**src/design/i2k_pkg.sv**
```systemverilog
// shared types and byte constants for the iso-2022-kr to euc-kr decoder
// no dependencies; imported by the front, queue, back and top modules
package i2k_pkg;

  localparam logic [7:0] ESC_BYTE    = 8'h1b;
  localparam logic [7:0] SO_BYTE     = 8'h0e;
  localparam logic [7:0] SI_BYTE     = 8'h0f;
  localparam logic [7:0] DOLLAR_BYTE = 8'h24;
  localparam logic [7:0] PAREN_BYTE  = 8'h29;
  localparam logic [7:0] C_BYTE      = 8'h43;
  localparam logic [7:0] HIGH_BIT    = 8'h80;
  localparam logic [7:0] LOW_MASK    = 8'h7f;

  localparam int unsigned JOB_BYTES = 4;

  // bytes of one input's output run, first byte in slot 0
  typedef struct packed {
    logic [1:0]                 last_idx;
    logic [JOB_BYTES-1:0][7:0]  bytes;
  } job_t;

endpackage

```
**src/design/i2k_front.sv**
```systemverilog
// front end: decodes one input byte per cycle while in_accept is high,
// against the escape/shift state; depends on i2k_pkg; pushes output-run jobs
module i2k_front
  import i2k_pkg::*;
(
  input  logic       clk,
  input  logic       rst_n,
  input  logic       in_accept,
  input  logic [7:0] in_byte,
  output logic       job_push,
  output job_t       job
);

  typedef enum logic [1:0] {
    PH_IDLE,
    PH_ESC,
    PH_DOLLAR,
    PH_PAREN
  } phase_t;

  phase_t     phase_r, phase_nxt;
  logic       designated_r, designated_nxt;
  logic       shifted_r, shifted_nxt;
  logic       lead_pend_r, lead_pend_nxt;
  logic [7:0] lead_val_r, lead_val_nxt;
  logic [2:0] n_bytes;

  always_comb begin
    phase_nxt      = phase_r;
    designated_nxt = designated_r;
    shifted_nxt    = shifted_r;
    lead_pend_nxt  = lead_pend_r;
    lead_val_nxt   = lead_val_r;
    n_bytes        = 3'd0;
    job.bytes      = '0;
    unique case (phase_r)
      PH_ESC: begin
        if (in_byte == DOLLAR_BYTE) begin
          phase_nxt = PH_DOLLAR;
        end else begin
          job.bytes[0] = ESC_BYTE;
          job.bytes[1] = in_byte;
          n_bytes      = 3'd2;
          phase_nxt    = PH_IDLE;
        end
      end
      PH_DOLLAR: begin
        if (in_byte == PAREN_BYTE) begin
          phase_nxt = PH_PAREN;
        end else begin
          job.bytes[0] = ESC_BYTE;
          job.bytes[1] = DOLLAR_BYTE;
          job.bytes[2] = in_byte;
          n_bytes      = 3'd3;
          phase_nxt    = PH_IDLE;
        end
      end
      PH_PAREN: begin
        if (in_byte == C_BYTE) begin
          designated_nxt = 1'b1;
        end else begin
          job.bytes[0] = ESC_BYTE;
          job.bytes[1] = DOLLAR_BYTE;
          job.bytes[2] = PAREN_BYTE;
          job.bytes[3] = in_byte;
          n_bytes      = 3'd4;
        end
        phase_nxt = PH_IDLE;
      end
      default: begin
        // a held lead byte takes the next byte as trail, whatever it is
        if (lead_pend_r) begin
          job.bytes[0]  = lead_val_r | HIGH_BIT;
          job.bytes[1]  = in_byte | HIGH_BIT;
          n_bytes       = 3'd2;
          lead_pend_nxt = 1'b0;
        end else if (in_byte == ESC_BYTE) begin
          phase_nxt = PH_ESC;
        end else if (in_byte == SO_BYTE) begin
          shifted_nxt = 1'b1;
        end else if (in_byte == SI_BYTE) begin
          shifted_nxt = 1'b0;
        end else if (designated_r && shifted_r) begin
          lead_val_nxt  = in_byte;
          lead_pend_nxt = 1'b1;
        end else begin
          job.bytes[0] = in_byte & LOW_MASK;
          n_bytes      = 3'd1;
        end
      end
    endcase
    job.last_idx = 2'(n_bytes - 3'd1);
    job_push     = in_accept && (n_bytes != 3'd0);
  end

  always_ff @(posedge clk) begin
    if (!rst_n) begin
      phase_r      <= PH_IDLE;
      designated_r <= 1'b0;
      shifted_r    <= 1'b0;
      lead_pend_r  <= 1'b0;
    end else if (in_accept) begin
      phase_r      <= phase_nxt;
      designated_r <= designated_nxt;
      shifted_r    <= shifted_nxt;
      lead_pend_r  <= lead_pend_nxt;
    end
    if (in_accept) begin
      lead_val_r <= lead_val_nxt;
    end
  end

endmodule

```
**src/design/i2k_queue.sv**
```systemverilog
// small job queue between front and back, register based
// depends on i2k_pkg for the job type
module i2k_queue
  import i2k_pkg::*;
#(
  parameter int unsigned DEPTH = 4
) (
  input  logic clk,
  input  logic rst_n,
  input  logic push,
  input  job_t push_job,
  input  logic pop,
  output logic full,
  output logic not_empty,
  output job_t head_job
);

  localparam int unsigned PW = (DEPTH > 1) ? $clog2(DEPTH) : 1;
  localparam int unsigned CW = $clog2(DEPTH + 1);

  job_t          mem_r [DEPTH];
  logic [PW-1:0] wr_ptr_r, rd_ptr_r;
  logic [CW-1:0] count_r;

  function automatic logic [PW-1:0] ptr_inc(input logic [PW-1:0] p);
    ptr_inc = (p == PW'(DEPTH - 1)) ? '0 : p + PW'(1);
  endfunction

  assign full      = (count_r == CW'(DEPTH));
  assign not_empty = (count_r != '0);
  assign head_job  = mem_r[rd_ptr_r];

  always_ff @(posedge clk) begin
    if (!rst_n) begin
      wr_ptr_r <= '0;
      rd_ptr_r <= '0;
      count_r  <= '0;
    end else begin
      if (push) begin
        wr_ptr_r <= ptr_inc(wr_ptr_r);
      end
      if (pop) begin
        rd_ptr_r <= ptr_inc(rd_ptr_r);
      end
      if (push && !pop) begin
        count_r <= count_r + CW'(1);
      end else if (pop && !push) begin
        count_r <= count_r - CW'(1);
      end
    end
    if (push) begin
      mem_r[wr_ptr_r] <= push_job;
    end
  end

endmodule

```
**src/design/i2k_back.sv**
```systemverilog
// back end: walks the bytes of each queued job onto the output stream
// depends on i2k_pkg for the job type
module i2k_back
  import i2k_pkg::*;
(
  input  logic       clk,
  input  logic       rst_n,
  input  logic       q_not_empty,
  input  job_t       q_head,
  output logic       q_pop,
  output logic       out_tvalid,
  input  logic       out_tready,
  output logic [7:0] out_byte,
  output logic       out_last
);

  job_t       cur_r;
  logic [1:0] idx_r;
  logic       valid_r;
  logic       at_last;
  logic       done;

  assign at_last = (idx_r == cur_r.last_idx);
  // current job finishes this cycle, or there is none
  assign done    = !valid_r || (out_tready && at_last);
  assign q_pop   = q_not_empty && done;

  assign out_tvalid = valid_r;
  assign out_byte   = cur_r.bytes[idx_r];
  assign out_last   = at_last;

  always_ff @(posedge clk) begin
    if (!rst_n) begin
      valid_r <= 1'b0;
      idx_r   <= '0;
    end else if (done) begin
      valid_r <= q_not_empty;
      idx_r   <= '0;
    end else if (out_tready) begin
      idx_r <= idx_r + 2'd1;
    end
    if (q_pop) begin
      cur_r <= q_head;
    end
  end

endmodule

```
**src/design/iso2022kr_to_euckr_decoder_top.sv**
```systemverilog
// iso-2022-kr to euc-kr decoder; front decode, job queue, back serializer
// an accepted input's job is registered in the queue, then in the back, before its first byte is valid
// throughput: one input per cycle while the queue is not full; an input yielding k bytes
// sends them one per output handshake; QUEUE_DEPTH queued jobs absorb escape pass-through bursts
// reset: synchronous active-low rst_n clears shift, designation, escape and lead state
module iso2022kr_to_euckr_decoder_top
  import i2k_pkg::*;
#(
  parameter int unsigned QUEUE_DEPTH = 4
) (
  input  logic       clk,
  input  logic       rst_n,
  input  logic       in_tvalid,
  output logic       in_tready,
  input  logic [7:0] in_tdata,    // [7:0] in_byte
  output logic       out_tvalid,
  input  logic       out_tready,
  output logic [7:0] out_tdata,   // [7:0] out_byte
  output logic       out_tlast    // last_of_run
);

  logic in_accept;
  logic job_push;
  job_t job;
  logic q_full;
  logic q_not_empty;
  logic q_pop;
  job_t q_head;

  assign in_tready = rst_n && !q_full;
  assign in_accept = in_tvalid && in_tready;

  i2k_front u_front (
    .clk       (clk),
    .rst_n     (rst_n),
    .in_accept (in_accept),
    .in_byte   (in_tdata),
    .job_push  (job_push),
    .job       (job)
  );

  i2k_queue #(
    .DEPTH (QUEUE_DEPTH)
  ) u_queue (
    .clk       (clk),
    .rst_n     (rst_n),
    .push      (job_push),
    .push_job  (job),
    .pop       (q_pop),
    .full      (q_full),
    .not_empty (q_not_empty),
    .head_job  (q_head)
  );

  i2k_back u_back (
    .clk         (clk),
    .rst_n       (rst_n),
    .q_not_empty (q_not_empty),
    .q_head      (q_head),
    .q_pop       (q_pop),
    .out_tvalid  (out_tvalid),
    .out_tready  (out_tready),
    .out_byte    (out_tdata),
    .out_last    (out_tlast)
  );

endmodule

```
**config.mk**
```make
export PLATFORM = sky130hd
export DESIGN_NAME = iso2022kr_to_euckr_decoder_top
export DESIGN_NICKNAME = d
export VERILOG_FILES = /design/src/design/i2k_pkg.sv /design/src/design/i2k_front.sv /design/src/design/i2k_queue.sv /design/src/design/i2k_back.sv /design/src/design/iso2022kr_to_euckr_decoder_top.sv
export SDC_FILE = /design/constraint.sdc
export NUM_CORES = 1
export LEC_CHECK = 0
export BUFFER_PORTS_ARGS = -buffer_cell sky130_fd_sc_hd__buf_2
export CAP_MARGIN = 20
export CORE_MARGIN = 10
export CORE_UTILIZATION = 49
export DETAILED_ROUTE_END_ITERATION = 10
export PLACE_DENSITY = 0.71
export SLEW_MARGIN = 20
export SYNTH_ARGS = -nofsm -noshare
export SYNTH_HDL_FRONTEND = slang
export SYNTH_SLANG_ARGS = --single-unit
```
**constraint.sdc**
```tcl
create_clock -name clk -period 3.4 [get_ports clk]
set_input_delay 0.34 -clock clk [delete_from_list [all_inputs] [get_ports clk]]
set_output_delay 0.34 -clock clk [all_outputs]
set_load 0.01 [all_outputs]
```
### Word level (Yosys, flattened, before mapping)

Memories as Yosys holds them, arrays and structs flattened. A register that Yosys moved wholly into a read port is not among the register bits.
Index checks and enable logic that the tools add are counted.

* memory bits (writable): 136
* bits of input ports: 12
* memories: 1
* register bits: 22
* logic and storage cells: 104

* equal/unequal tests: 14
* bitwise gates (word level): 6
* reduce and logical (&&, ||, !) cells: 25
* add/sub/neg operators: 6
* order comparisons: 1
* muxes and demuxes: 41

Memories
* u_queue.mem_r: depth 4, bits a word 34, read ports 1, clocked after Yosys merged registers in 1, wr ports 1, RTL line i2k_queue.sv:21 `job_t mem_r [DEPTH];`

Operators by type and width (count)
* 8-bit 2-to-1 mux: 7
* 16-bit case mux with 3 select lines: 1
* 32-bit 2-to-1 mux: 1
* 24-bit 2-to-1 mux: 1
* 3-bit 2-to-1 mux: 7
* 8-bit binary-select mux with 2-bit select: 1
* 8-bit by 4-bit equality test with 1-bit output (second input constant): 2
* 8-bit by 6-bit equality test with 1-bit output (second input constant): 2
* 16-bit 2-to-1 mux: 1
* 2-bit 2-to-1 mux: 8
* 8-bit case mux with 2 select lines: 1
* 1-bit 2-to-1 mux: 10
* 3-bit case mux with 3 select lines: 1
* 2-bit equality test (second input constant): 4
* 8-bit by 5-bit equality test with 1-bit output (second input constant): 1
* 8-bit by 7-bit equality test with 1-bit output (second input constant): 1
* 1-bit logical AND: 8
* 7-bit 2-to-1 mux: 1
* 7-bit AND reduction: 1
* 2-bit by 1-bit adder with 2-bit output (second input constant): 3
* 1-bit inverter: 6
* 2-bit case mux with 3 select lines: 1
* 3-bit AND reduction: 2
* 3-bit nonzero test: 2
* other kinds (16): 20

### Depth between registers and ports, before layout

* depth in word-level cells: 13
* mapped depth: 15

### By module

A second synthesis with hierarchy kept.

* cell total of the unflattened synthesis: 396
* area total of the unflattened synthesis: 7871.3 um^2

By module, submodules not included
* i2k_queue: area each 5413.9 um^2, cells an instance 222, instances 1
* i2k_back: area each 1400.1 um^2, cells an instance 63, instances 1
* i2k_front: area each 1042.2 um^2, cells an instance 109, instances 1
* iso2022kr_to_euckr_decoder_top: area each 15.0 um^2, cells an instance 2, instances 1

### Least setup slack after synthesis

OpenSTA, ideal clock, no wires.

* kind: register to register
* start point: reg u_back.idx_r[1]
* end point: reg u_queue.count_r[2]
* library setup time: 73 ps
* cell stages (with the launch flop): 12
* clock period less this slack: 3699 ps
* arrival time: 3627 ps
* path buffers: 1
* slack: -299 ps
* cell sequence: dfxtp_1 buf_2 xor2_1 o31a_1 nor2_1 inv_1 ha_1 inv_1 fa_1 xor2_1 or3_1 a21oi_1

* cells in the longest elaborated chain, start to end: 7
* elaborated cells between the ends (all ways): 9
* classes of those cells: eq/ne: 1; mux: 1; reduce/logical: 7

Ends and longest elaborated chain
* from (decl): RTL line i2k_back.sv:18 `logic [1:0] idx_r;`
* from (signal assigned): RTL line i2k_back.sv:40 `idx_r <= idx_r + 2'd1;`
* 2-bit equality test (*): RTL line i2k_back.sv:23 `assign at_last = (idx_r == cur_r.last_idx);`
* 1-bit logical AND (*): RTL line i2k_back.sv:25 `assign done = !valid_r || (out_tready && at_last);`
* 1-bit logical OR (*): RTL line i2k_back.sv:25
* 1-bit logical AND (*): RTL line i2k_back.sv:26 `assign q_pop = q_not_empty && done;`
* net q_pop: RTL line iso2022kr_to_euckr_decoder_top.sv:27 `logic q_pop;`
* 1-bit zero test: RTL line i2k_queue.sv:45 `if (push && !pop) begin`
* 1-bit logical AND: RTL line i2k_queue.sv:45
* 3-bit 2-to-1 mux or 2-bit nonzero test (tied branches)
* to (signal assigned): RTL line i2k_queue.sv:46 `count_r <= count_r + CW'(1);`
* to (signal assigned): RTL line i2k_queue.sv:48 `count_r <= count_r - CW'(1);`
* to (decl): RTL line i2k_queue.sv:23 `logic [CW-1:0] count_r;`

Mark *: on every way through the listed nets, which the timed path passes. The rest lies on a longest branch.
A chain may end at the register's enable or synchronous reset.

### Final worst setup path

* start point: reg u_front.phase_r[0]
* end point: reg u_queue.count_r[2]

* cells in the longest elaborated chain, start to end: 7
* elaborated cells between the ends (all ways): 11
* classes of those cells: eq/ne: 3; mux: 2; reduce/logical: 6

Ends and longest elaborated chain
* from (decl): RTL line i2k_front.sv:21 `phase_t phase_r, phase_nxt;`
* from (signal assigned): RTL line i2k_front.sv:103 `phase_r <= phase_nxt;`
* 2-bit equality test or 2-bit by 1-bit equality test with 1-bit output (tied branches): RTL line i2k_front.sv:36 `unique case (phase_r)`
* 3-bit case mux with 3 select lines (*): RTL line i2k_front.sv:36
* 3-bit nonzero test (*): RTL line i2k_front.sv:93 `job_push = in_accept && (n_bytes != 3'd0);`
* 1-bit logical AND (*): RTL line i2k_front.sv:93
* net job_push: RTL line iso2022kr_to_euckr_decoder_top.sv:23 `logic job_push;`
* 1-bit zero test: RTL line i2k_queue.sv:47 `end else if (pop && !push) begin`
* 1-bit logical AND: RTL line i2k_queue.sv:47
* 2-bit nonzero test (no source line)

Marked as above.

==> results_dict.tcl <==
set metrics [dict create \
    htree_num_levels 4 \
    grt-ovfl-total 0 \
    timing.fmax_mhz 315.0 \
    final-hold-violation-count 0 \
    start_util 0.4951 \
    dieArea_um2 21320 \
    clockRootBuffer "clkbuf_16" \
    clk_pin_slew_ns 0.07 \
    post-route-drc-count 0 \
    yosysWarningCount 0 \
    track_usage 0.1398 \
    avgSynthCellArea_um2 18.57 \
    clk_latency_ns 0.44 \
    cts_hold_buf 0 \
    seq_power_share 0.508 \
    drt_iter0_drc 456 \
    intPower_mw 4.722 \
    critPathLaunchType "flop" \
    pin_count 23 \
    antenna_found_initial 0 \
    numCtsBuffers 17 \
    worstHoldPathType "input port to flop" \
    combPwrFrac 0.185 \
    critPathCaptureType "flop" \
    switchingPower_mw 1.556 \
    status "finished clean" \
    p_leak_nw 2.884 \
    worstPathRequired_ns 3.76 \
    synth_cell_types 55 \
    first_global_vias 4037 \
    ant_nets 0 \
    worstRegToRegCells 14 \
    post_drt_wl_per_cell_um 21.12 \
    routabilityCongestion 0.9948 \
    die_h_um 146.0 \
    synth_fp_nets 444 \
    final_cells 691 \
    setup_tns_ns 0 \
    ys.flop_type "edfxtp_1" \
    rows 46 \
    min_from "out_tready" \
    met2_usage 0.2233 \
    min_period_ns 3.174 \
    hold_slack_ns 0.1948 \
    pwr-share-clk 0.307 \
    place_area_um2 8248 \
    final_cell_area_um2 8845 \
    r2r_end "u_queue.count_r[2]" \
    synth_edf_count 177 \
    power.share.switching 0.2478 \
    grt_max_degree 37 \
    vias_per_cell 5.737 \
    worst_clock_skew_ns 0.01741 \
    grt_pass1_wl_um 22850 \
    syn2layout_area_growth_pct 13.69 \
    drt-total-wl_um 14590 \
    use_met3 0.03545 \
    cap_violations 0 \
    first_pass_iters 5 \
    clock_sinks 192 \
    critPathKind "flop to flop" \
    fin_nets 487 \
    vias 3964 \
    synth_seq_cells 192 \
    grt_setup_unrepaired "no" \
    ir_drop_mv 0.3673 \
    fin_crit_sh 0.9337 \
    cts_buffer_depth 2 \
    whs_endpoint "u_back.idx_r[0]" \
    core-area_um2 15710 \
    setup_viol 0 \
    drive_gt1_frac 0.2611 \
    dpl.cell_count 659 \
    cts_tree "built" \
    grt.busiest_layer "met2" \
    numPortBuffers 22 \
    synth_seq_area_share 0.7218 \
    grt.met1_usage 0.1764 \
    syn_inst 419 \
    relSlewSlack 0.3836 \
    cp_data_arrival_time_ns 3.53 \
    synth_area_um2 7780 \
    hpwl_um 9192 \
    maxSlewViolCount 0 \
    r2r-start "u_front.phase_r[0]" \
    fill_cells 1156 \
    worst_slew_pin_slew_ns 0.9246 \
    synthArstFlopShare 0 \
    diodes 0 \
    min_path_cells 3 \
    power.density_nw_per_um2 709.8 \
    path_max_fanout 7 \
    die_x_um 146.0 \
    rrSetupSlack_ns 0.23 \
]
## per-stage QoR
stage / util / setup slack [ns] / power, mW
6_report: 0.5629 / 0.2255 / 6.278
5_1_grt: 0.5629 / 0.005834 / 6.552
4_1_cts: 0.5625 / 0.1140 / 6.342
3_5_place_dp: 0.5249 / -0.006053 / 4.435
3_3_place_gp: 0.5249 / 0.1255 / 4.386
2_1_floorplan: - / 0.2906 / 4.058
## registers in the layout, summed over array words and instances, names as in the netlist
signal,cells
u_back.cur_r,34
u_back.idx_r,2
u_back.out_tvalid,1
u_front.designated_r,1
u_front.lead_pend_r,1
u_front.lead_val_r,7
u_front.phase_r,2
u_front.shifted_r,1
u_queue.count_r,3
u_queue.mem_r,136
u_queue.rd_ptr_r,2
u_queue.wr_ptr_r,2
## worst max-delay path, stage by stage, from the launching register on
cell and delay (ns):
dfxtp_1 0.33, inv_1 0.13, ha_1 0.19, nand2_1 0.12, nor3_4 0.38, a21oi_1 0.11, ha_1 0.23, inv_1 0.07
o21a_1 0.19, ha_1 0.20, inv_1 0.07, fa_1 0.44, xor2_1 0.16, or3_1 0.31, a21oi_1 0.15
## cells in the mapped netlist, types with 2 or more instances
master / count / area (um2)
a31oi_1: 2 / 12.51
or4b_1: 3 / 30.03
dfxtp_1: 15 / 300.3
a41oi_1: 2 / 17.52
a311oi_1: 2 / 17.52
xor2_1: 5 / 43.79
mux4_2: 42 / 945.9
clkinv_1: 2 / 7.510
buf_2: 6 / 30.03
or4_1: 2 / 15.01
a221o_1: 3 / 30.03
o21ai_0: 4 / 20.02
edfxtp_1: 177 / 5315
a311o_1: 2 / 20.02
ha_1: 12 / 150.1
o21a_1: 3 / 22.52
nor4b_1: 2 / 17.52
nand4_1: 2 / 12.51
nor2_1: 14 / 52.55
clkbuf_1: 13 / 48.80
nand2_1: 17 / 63.81
nand3_1: 3 / 15.01
mux2i_1: 4 / 40.04
and2_1: 18 / 112.6
nor2b_1: 6 / 37.54
inv_1: 10 / 37.54
o21ai_1: 3 / 15.01
nor3_1: 8 / 40.04
a22o_1: 3 / 26.28
or4bb_1: 2 / 22.52
a21oi_1: 8 / 40.04
## worst max path at each step
| stage | start | end | slack [ns] |
|---|---|---|---|
| after detailed placement | in_tdata[2] | u_queue.count_r[2] | -0.006 |
| after floorplan | in_tdata[2] | u_queue.count_r[2] | 0.29 |
| after CTS | u_front.phase_r[0] | u_queue.count_r[2] | 0.11 |
| after global placement | in_tdata[2] | u_queue.count_r[2] | 0.13 |
| final | u_front.phase_r[0] | u_queue.count_r[2] | 0.23 |
| after global routing | u_front.phase_r[1] | u_queue.count_r[2] | 0.006 |
## routing by layer
metal,wire [um],up-vias
met4,342,0
met2,7258,147
met5,0,-
met3,791,28
met1,6199,2022
li1,-,1767
## placed cells by master (no fill, tap or decap), drive strengths merged, types with 12 or more instances in the layout
| cell | n |
|---|---|
| and2 | 18 |
| buf | 44 |
| clkbuf | 24 |
| dfxtp | 15 |
| edfxtp | 177 |
| ha | 12 |
| inv | 12 |
| mux4 | 42 |
| nand2 | 17 |
| nor2 | 14 |
## kinds of logic (layout without fill, tap and decap cells)
family / after synthesis / count (layout) / synth area share
compound gates: 40 / 40 / 0.03715
xor+xnor: 6 / 6 / 0.006755
fa+ha+maj: 13 / 13 / 0.02187
buf+inv: 32 / 88 / 0.01689
flops: 192 / 192 / 0.7218
mux: 46 / 46 / 0.1267
simple gates: 90 / 90 / 0.06883
## power by group through the flow
stage	registers [mW]	clock network, mW	logic (mW)
after global placement	3.23	0	1.16
final	3.19	1.93	1.16
after CTS	3.20	1.95	1.19
after detailed placement	3.25	0	1.18
after global routing	3.23	2.05	1.27
after floorplan	3.12	0	0.934
## final cells by class
class	instances	area, um2	area share
Clock inverter	8	45.04	0.005093
Timing Repair Buffer	44	275.3	0.03112
Clock buffer	24	545.5	0.06168
Inverter	12	45.04	0.005093
Tap cell	216	270.3	0.03056
Multi-Input combinational cell	195	2047	0.2314
Sequential cell	192	5617	0.6350
## timing repair
action / in CTS / in global routing
gates resized for setup: 0 / 1
endpoints found under the setup margin: 0 / 1
setup buffers: 0 / 0
Power figures use the tool's default switching activity.
